$ cat src/hdl/vsp_pkg.sv
// Shared character codes, result type and digit helper for the version string parser.
package vsp_pkg;

  // Character codes that the grammar looks at.
  localparam logic [7:0] CH_NUL   = 8'h00;
  localparam logic [7:0] CH_SPACE = 8'h20;
  localparam logic [7:0] CH_DOT   = 8'h2E;
  localparam logic [7:0] CH_ZERO  = 8'h30;
  localparam logic [7:0] CH_NINE  = 8'h39;

  // One parsed version, as delivered on the result channel.
  typedef struct packed {
    logic        valid_res;
    logic [15:0] major_value;
    logic [15:0] minor_value;
    logic [31:0] patch_value;
    logic [31:0] build_value;
  } vsp_res_t;

  // Decimal accumulate modulo 2^32: acc * 10 + digit, built from two shifts.
  function automatic logic [31:0] mul10_add(input logic [31:0] acc, input logic [3:0] digit);
    logic [31:0] times8;
    logic [31:0] times2;
    times8 = {acc[28:0], 3'b000};
    times2 = {acc[30:0], 1'b0};
    return times8 + times2 + {28'd0, digit};
  endfunction

endpackage

$ cat src/hdl/vsp_in_reg.sv
// Input register stage that holds one character until the parser takes it.
module vsp_in_reg
  import vsp_pkg::*;
(
  input  logic       clk,
  input  logic       rst_n,
  input  logic       in_valid,
  output logic       in_ready,
  input  logic [7:0] in_symbol,
  input  logic       advance,
  output logic       hold_vld,
  output logic [7:0] hold_sym
);

  logic       vld_r;
  logic       vld_nxt;
  logic [7:0] sym_r;

  // The stage is free when empty or when its character moves on this cycle.
  assign in_ready = !vld_r || advance;
  assign vld_nxt  = in_ready ? in_valid : vld_r;

  always_ff @(posedge clk) begin
    if (!rst_n) begin
      vld_r <= 1'b0;
    end else begin
      vld_r <= vld_nxt;
    end
  end

  // Payload capture on every transfer.
  always_ff @(posedge clk) begin
    if (in_valid && in_ready) begin
      sym_r <= in_symbol;
    end
  end

  assign hold_vld = vld_r;
  assign hold_sym = sym_r;

endmodule

$ cat src/hdl/vsp_parse_core.sv
// Grammar state machine and digit accumulators of the version string parser.
module vsp_parse_core
  import vsp_pkg::*;
(
  input  logic       clk,
  input  logic       rst_n,
  input  logic       step,
  input  logic [7:0] sym,
  output logic       is_end,
  output vsp_res_t   res
);

  typedef enum logic [3:0] {
    PH_LEAD,
    PH_MAJOR,
    PH_DOT1,
    PH_MINOR,
    PH_DOT2,
    PH_PATCH,
    PH_SPACES,
    PH_BUILD,
    PH_DONE,
    PH_INVALID
  } phase_t;

  phase_t      phase_r;
  phase_t      phase_nxt;
  logic [31:0] acc_r;
  logic [31:0] acc_nxt;
  logic [15:0] major_r;
  logic [15:0] major_nxt;
  logic [15:0] minor_r;
  logic [15:0] minor_nxt;
  logic [31:0] patch_r;
  logic [31:0] patch_nxt;
  logic [31:0] build_r;
  logic [31:0] build_nxt;

  logic        is_digit;
  logic [3:0]  digit;
  logic [7:0]  digit_wide;
  logic [31:0] acc_step;
  logic [31:0] acc_start;

  // Character classification and the two accumulator candidates.
  assign is_end     = (sym == CH_NUL);
  assign is_digit   = (sym >= CH_ZERO) && (sym <= CH_NINE);
  assign digit_wide = sym - CH_ZERO;
  assign digit      = digit_wide[3:0];
  assign acc_step   = mul10_add(acc_r, digit);
  assign acc_start  = {28'd0, digit};

  // Next state for one character, and the result that an end character yields.
  always_comb begin
    logic        ok;
    logic [15:0] maj_f;
    logic [15:0] min_f;
    logic [31:0] pat_f;
    logic [31:0] bld_f;

    phase_nxt = phase_r;
    acc_nxt   = acc_r;
    major_nxt = major_r;
    minor_nxt = minor_r;
    patch_nxt = patch_r;
    build_nxt = build_r;
    ok        = 1'b0;
    maj_f     = major_r;
    min_f     = minor_r;
    pat_f     = patch_r;
    bld_f     = build_r;

    if (is_end) begin
      // The open number, if any, is closed into its store before the verdict.
      unique case (phase_r)
        PH_MAJOR: begin
          maj_f = acc_r[15:0];
          ok    = 1'b1;
        end
        PH_MINOR: begin
          min_f = acc_r[15:0];
          ok    = 1'b1;
        end
        PH_PATCH: begin
          pat_f = acc_r;
          ok    = 1'b1;
        end
        PH_SPACES: ok = 1'b1;
        PH_BUILD: begin
          bld_f = acc_r;
          ok    = 1'b1;
        end
        PH_DONE: ok = 1'b1;
        default: ok = 1'b0;
      endcase
      // Every string ends with a return to the start state.
      phase_nxt = PH_LEAD;
      acc_nxt   = '0;
      major_nxt = '0;
      minor_nxt = '0;
      patch_nxt = '0;
      build_nxt = '0;
    end else begin
      unique case (phase_r)
        PH_LEAD: begin
          if (sym == CH_SPACE) begin
            phase_nxt = PH_LEAD;
          end else if (is_digit) begin
            acc_nxt   = acc_start;
            phase_nxt = PH_MAJOR;
          end else begin
            phase_nxt = PH_INVALID;
          end
        end
        PH_MAJOR: begin
          if (is_digit) begin
            acc_nxt = acc_step;
          end else if (sym == CH_DOT) begin
            major_nxt = acc_r[15:0];
            phase_nxt = PH_DOT1;
          end else begin
            phase_nxt = PH_INVALID;
          end
        end
        PH_DOT1: begin
          if (is_digit) begin
            acc_nxt   = acc_start;
            phase_nxt = PH_MINOR;
          end else begin
            phase_nxt = PH_INVALID;
          end
        end
        PH_MINOR: begin
          if (is_digit) begin
            acc_nxt = acc_step;
          end else if (sym == CH_DOT) begin
            minor_nxt = acc_r[15:0];
            phase_nxt = PH_DOT2;
          end else begin
            phase_nxt = PH_INVALID;
          end
        end
        PH_DOT2: begin
          if (is_digit) begin
            acc_nxt   = acc_start;
            phase_nxt = PH_PATCH;
          end else begin
            phase_nxt = PH_INVALID;
          end
        end
        PH_PATCH: begin
          if (is_digit) begin
            acc_nxt = acc_step;
          end else if (sym == CH_SPACE) begin
            patch_nxt = acc_r;
            phase_nxt = PH_SPACES;
          end else begin
            phase_nxt = PH_INVALID;
          end
        end
        PH_SPACES: begin
          if (sym == CH_SPACE) begin
            phase_nxt = PH_SPACES;
          end else if (is_digit) begin
            acc_nxt   = acc_start;
            phase_nxt = PH_BUILD;
          end else begin
            phase_nxt = PH_INVALID;
          end
        end
        PH_BUILD: begin
          // Any non-digit closes the build number; the rest is trailing text.
          if (is_digit) begin
            acc_nxt = acc_step;
          end else begin
            build_nxt = acc_r;
            phase_nxt = PH_DONE;
          end
        end
        PH_DONE:    phase_nxt = PH_DONE;
        PH_INVALID: phase_nxt = PH_INVALID;
        default:    phase_nxt = PH_INVALID;
      endcase
    end

    // A rejected string reports zeros in every field.
    res.valid_res   = ok;
    res.major_value = ok ? maj_f : 16'd0;
    res.minor_value = ok ? min_f : 16'd0;
    res.patch_value = ok ? pat_f : 32'd0;
    res.build_value = ok ? bld_f : 32'd0;
  end

  // Parser state advances only when a character is consumed.
  always_ff @(posedge clk) begin
    if (!rst_n) begin
      phase_r <= PH_LEAD;
      acc_r   <= '0;
      major_r <= '0;
      minor_r <= '0;
      patch_r <= '0;
      build_r <= '0;
    end else if (step) begin
      phase_r <= phase_nxt;
      acc_r   <= acc_nxt;
      major_r <= major_nxt;
      minor_r <= minor_nxt;
      patch_r <= patch_nxt;
      build_r <= build_nxt;
    end
  end

endmodule

$ cat src/hdl/vsp_out_reg.sv
// Result register that holds one parsed version until the consumer takes it.
module vsp_out_reg
  import vsp_pkg::*;
(
  input  logic     clk,
  input  logic     rst_n,
  input  logic     load,
  input  vsp_res_t res_in,
  input  logic     out_ready,
  output logic     free,
  output logic     out_valid,
  output vsp_res_t res_out
);

  logic     vld_r;
  logic     vld_nxt;
  vsp_res_t res_r;

  // The register can take a new result when empty or drained this cycle.
  assign free    = !vld_r || out_ready;
  assign vld_nxt = load ? 1'b1 : (out_ready ? 1'b0 : vld_r);

  always_ff @(posedge clk) begin
    if (!rst_n) begin
      vld_r <= 1'b0;
    end else begin
      vld_r <= vld_nxt;
    end
  end

  always_ff @(posedge clk) begin
    if (load) begin
      res_r <= res_in;
    end
  end

  assign out_valid = vld_r;
  assign res_out   = res_r;

endmodule

$ cat src/hdl/version_string_parser.sv
// Top level of the version string parser: input stage, grammar core and result register.
//
//   Channel  Ports                                   Direction  Transfer moves
//   input    in_valid, in_ready, in_symbol           in         one character
//   result   out_valid, out_ready, out_valid_res,    out        one parsed version
//            out_major_value .. out_build_value
//
// One character is consumed per cycle while no end character waits on a busy result
// register; the grammar state and the multiply-by-ten accumulator update at the edge
// where a character leaves the input register. A result appears on out_* at the edge
// where its end character leaves the input register.
// Reset (rst_n low, synchronous) empties both registers and returns to the start state.
// A stalled result register holds back only an end character; other characters keep flowing.
module version_string_parser
  import vsp_pkg::*;
(
  input  logic        clk,
  input  logic        rst_n,
  input  logic        in_valid,
  output logic        in_ready,
  input  logic [7:0]  in_symbol,
  output logic        out_valid,
  input  logic        out_ready,
  output logic        out_valid_res,
  output logic [15:0] out_major_value,
  output logic [15:0] out_minor_value,
  output logic [31:0] out_patch_value,
  output logic [31:0] out_build_value
);

  logic       hold_vld;
  logic [7:0] hold_sym;
  logic       advance;
  logic       is_end;
  logic       out_free;
  vsp_res_t   core_res;
  vsp_res_t   res_q;

  // A held character moves on unless it ends a string and the result slot is busy.
  assign advance = hold_vld && (!is_end || out_free);

  vsp_in_reg u_in_reg (
    .clk      (clk),
    .rst_n    (rst_n),
    .in_valid (in_valid),
    .in_ready (in_ready),
    .in_symbol(in_symbol),
    .advance  (advance),
    .hold_vld (hold_vld),
    .hold_sym (hold_sym)
  );

  vsp_parse_core u_core (
    .clk   (clk),
    .rst_n (rst_n),
    .step  (advance),
    .sym   (hold_sym),
    .is_end(is_end),
    .res   (core_res)
  );

  vsp_out_reg u_out_reg (
    .clk      (clk),
    .rst_n    (rst_n),
    .load     (advance && is_end),
    .res_in   (core_res),
    .out_ready(out_ready),
    .free     (out_free),
    .out_valid(out_valid),
    .res_out  (res_q)
  );

  assign out_valid_res   = res_q.valid_res;
  assign out_major_value = res_q.major_value;
  assign out_minor_value = res_q.minor_value;
  assign out_patch_value = res_q.patch_value;
  assign out_build_value = res_q.build_value;

  // An end character that moves on always leaves a result behind.
  a_end_gives_result: assert property (@(posedge clk) disable iff (!rst_n)
    (advance && is_end) |=> out_valid)
    else $error("end character consumed without a result");

  // A rejected string carries zeros in every numeric field.
  a_reject_zero: assert property (@(posedge clk) disable iff (!rst_n)
    (out_valid && !out_valid_res) |-> (out_major_value == 16'd0 && out_minor_value == 16'd0
      && out_patch_value == 32'd0 && out_build_value == 32'd0))
    else $error("rejected result with nonzero fields");

  // An end character never overwrites a result that is still waiting.
  a_no_overwrite: assert property (@(posedge clk) disable iff (!rst_n)
    (out_valid && !out_ready && hold_vld && is_end) |-> !advance)
    else $error("result overwritten while stalled");

endmodule
$ cat config.mk
export PLATFORM = sky130hd
export DESIGN_NAME = version_string_parser
export DESIGN_NICKNAME = d
export VERILOG_FILES = /design/src/hdl/vsp_pkg.sv /design/src/hdl/vsp_in_reg.sv /design/src/hdl/vsp_parse_core.sv /design/src/hdl/vsp_out_reg.sv /design/src/hdl/version_string_parser.sv
export SDC_FILE = /design/constraint.sdc
export NUM_CORES = 1
export LEC_CHECK = 0
export BUFFER_PORTS_ARGS = -buffer_cell sky130_fd_sc_hd__buf_4
export CORE_MARGIN = 3
export CORE_UTILIZATION = 30
export DETAILED_ROUTE_END_ITERATION = 16
export PLACE_DENSITY = 0.49
export SLEW_MARGIN = 20
export SYNTH_ARGS = -nofsm -noshare
export SYNTH_HDL_FRONTEND = slang
export SYNTH_SLANG_ARGS = --single-unit
$ cat constraint.sdc
create_clock -name clk -period 5.5 [get_ports clk]
set_clock_uncertainty 0.15 [all_clocks]
set_input_delay 0.275 -clock clk [delete_from_list [all_inputs] [get_ports clk]]
set_output_delay 0.275 -clock clk [all_outputs]
set_load 0.02 [all_outputs]
==> metrics.txt <==
final non-filler cell area=between 0.01 and 0.015 mm^2; top-area cell type share of the netlist area=0.2731; main combinational cell family by area after synthesis=compound AO/OA/AOI/OAI gates; max-slew violation total from the final report=0; Initial Utilization=0.3051; Resized Gates After CTS=0; initial antenna violation count=1; FFs w/ async S/R, synth=0; Synth Area per Inst=9.358 um^2; syn nets=1306; Slew @ Worst Pin=a little over 1000 ps; # IOs=between 100 and 150; CTS sink cnt=~240; first-pass GRT wire length=52.36 mm; Reg clk slew, reported paths=~60 ps; final wirelength=~33 mm; RSZ-0062 raised after global routing=false; worst-skew pair later-pin latency=530 ps; TritonCTS clock tree=built; Inst Count DP=1787; hpwl dp=between 20 and 25 mm; fin nets=1388; Syn-to-layout area delta=19.82%; Setup Crit Path Kind=reg2reg; Iter 0 DRT Violations=711; Synth Cell Area=around 0.012 mm^2; root buf cell=clkbuf_16; CP Max Fanout=7; Avg WL per Cell=17.99 um; synth unique cells=62; setup violators final=0; CP Capture Type=flop; post-CTS setup buffers=0; post-cts hold buffer count=12; row count=around 70; GRT Total Usage=0.1575; layout cells sized above 1=0.1370; f_max=roughly 280 MHz; HP Class=reg2reg; n_diodes=0; CP arrival=3870 ps; Synth area leader=edfxtp_1; Post-Synth Adder-Cell Area=0.06718; post-synthesis mux area share=0.003467; Placer Congestion=roughly 0.82; worst-path cell chain=inv_1 -> fa_1 -> inv_1 -> ha_1 -> a211oi_1 -> o21ai_0 -> nand3_1 -> a31oi_1 -> a31oi_1 -> xor2_1 -> o21ai_0; vias in the first global route=~9100; H-Tree Depth=1; Ys Warns=0; slowest stage delay, CP=around 540 ps; Post-synth top cells=nor2_1 (203), dfxtp_1 (134), edfxtp_1 (105); peak supply drop=about 210 uV; Mapped Cells=between 1000 and 1500; Synth Area in XOR/XNOR=0.01896; pin count of the biggest net entering global routing=66; slowest CP cell=fa_1; total of max-cap violations=0; Compound-Gate Fraction of Synth Area=0.1917; most frequent cell after synthesis=nor2_1; Die H=between 200 and 250 um; port bufs=110; total negative setup slack=0 ps; power density cells=approximately 270 mW/mm^2; die area=~0.04 mm^2; Synth Register Bits=between 200 and 250; crit path time final=roughly 3600 ps; fin cells=1847; status=finished clean; Simple-Gate Fraction of Synth Area=0.1789; vias per inst=slightly above 5; Core Util, Final=0.3656; Pre-antenna DRT Iters=5; endpoints failing hold=0; number of flops mapped to enable cells by yosys=105; Final Cycle Share=0.6515; DP Area=roughly 0.013 mm^2; core area=0.03784 mm^2; register area share after synthesis=0.5054; Via Count=9490; chip width=between 200 and 250 um; critical path startpoint category=flop; Antenna Nets Post-Route=0; top post-synthesis cells by area=edfxtp_1 (27%), dfxtp_1 (23%), nor2_1 (6.6%); P_leak=about 5.1 nW; CTS max path bufs=3; WP data required=between 5000 and 6000 ps; # DRC=0; Slew headroom=0.3203; Remaining Overflow, GRT=0; CTS buffer count=26; Primary FF master, synth=dfxtp_1
==> flip-flops by register name, summed over array words and instances (netlist names) <==
name,count
u_core.build_r,32
u_core.major_r,16
u_out_reg.out_valid,1
u_core.acc_r,32
u_in_reg.hold_vld,1
u_core.phase_r,4
u_core.patch_r,32
u_core.minor_r,16
u_in_reg.hold_sym,8
u_out_reg.res_out,97
==> worst paths after layout <==
kind / start / endpoint / slack [ps] / depth (start not counted)
worst max-delay path: u_core.acc_r[2] / u_core.acc_r[29] / 1920 / 11
worst min-delay path: u_core.patch_r[20] / u_core.patch_r[20] / 310 / 2
worst max register to register: u_core.acc_r[2] / u_core.acc_r[29] / 1920 / 11
worst min register to register: u_core.patch_r[20] / u_core.patch_r[20] / 310 / 2
==> through the flow <==
stage / total power, mW / hold slack (ps) / worst slack (ps)
detailed placement: 1.989 / 308.5 / 1909
global placement: 1.989 / 295.5 / 1932
floorplan: 1.955 / 223.9 / 1141
global route: 3.881 / 322.9 / 1616
CTS: 3.792 / 309.0 / 1890
finish: 3.736 / 313.8 / 1917
==> layer usage <==
layer	part of all wire	wire, um	vias to the layer above	track usage
li1	-	-	4693	-
met1	0.47	15490	4529	0.2168
met2	0.47	15570	229	0.2640
met3	0.047	1570	39	0.02142
met4	0.018	586	0	0.03737
met5	0	0	-	0
==> worst max-delay path: cells and delay by family (launching register included) <==
family | cells | cell delay, ps
adders and majority gates | 2 | 830
AOI/OAI and AO/OA | 5 | 1450
xor gates and xnor gates | 1 | 170
DFF | 1 | 520
buffers and inverters | 2 | 160
and+or+nand+nor | 1 | 210
==> power breakdown <==
part	total, mW	switching, mW	internal, mW	leakage, nW
Clock	1.78	0.703	1.08	0.424
Sequential	1.86	0.0147	1.85	2.21
Combinational	0.0956	0.0646	0.0310	2.49
Total	3.74	0.783	2.95	5.12
==> layout by cell type (no fill, tap or decap), types with 3 or more instances in the layout <==
cell type        n
a21o_1           8
nor3_2           4
a22oi_1         37
nand2b_1         7
clkbuf_16       27
xnor2_1         16
edfxtp_1       105
nand4_1         14
buf_4          125
mux2i_1          4
clkinv_1         8
and2_1           8
dfxtp_1        134
clkinv_2         5
o21a_1           5
xor2_1           9
a31oi_1          9
dlygate4sd3_1   12
bufinv_16        4
ha_1            58
nor2_1         197
a211oi_1       101
o21ai_0         67
nand3_1        103
nand2_1         94
inv_1           14
a21oi_1         81
nor2_2           4
nor2b_1          3
o31ai_1          5
nor3_1           7
and3_1           9
==> layout make-up <==
cell class	count	area, um^2
Sequential cell	239	5836
Timing Repair Buffer	137	1059
Fill cell	3888	24010
Clock buffer	29	683.2
Inverter	16	62.56
Tap cell	511	639.4
Multi-Input combinational cell	896	5366
Clock inverter	19	190.2
==> cell families (layout without fill, tap and decap cells) <==
logic type	Yosys count	count (layout)
AO/OA/AOI/OAI	340	340
flip-flops	239	239
multiplexers	4	4
XOR/XNOR	25	25
AND/OR/NAND/NOR	466	466
adder cells (fa/ha/maj)	61	61
buffers and inverters	99	201
(Power assumes the default switching activity.)
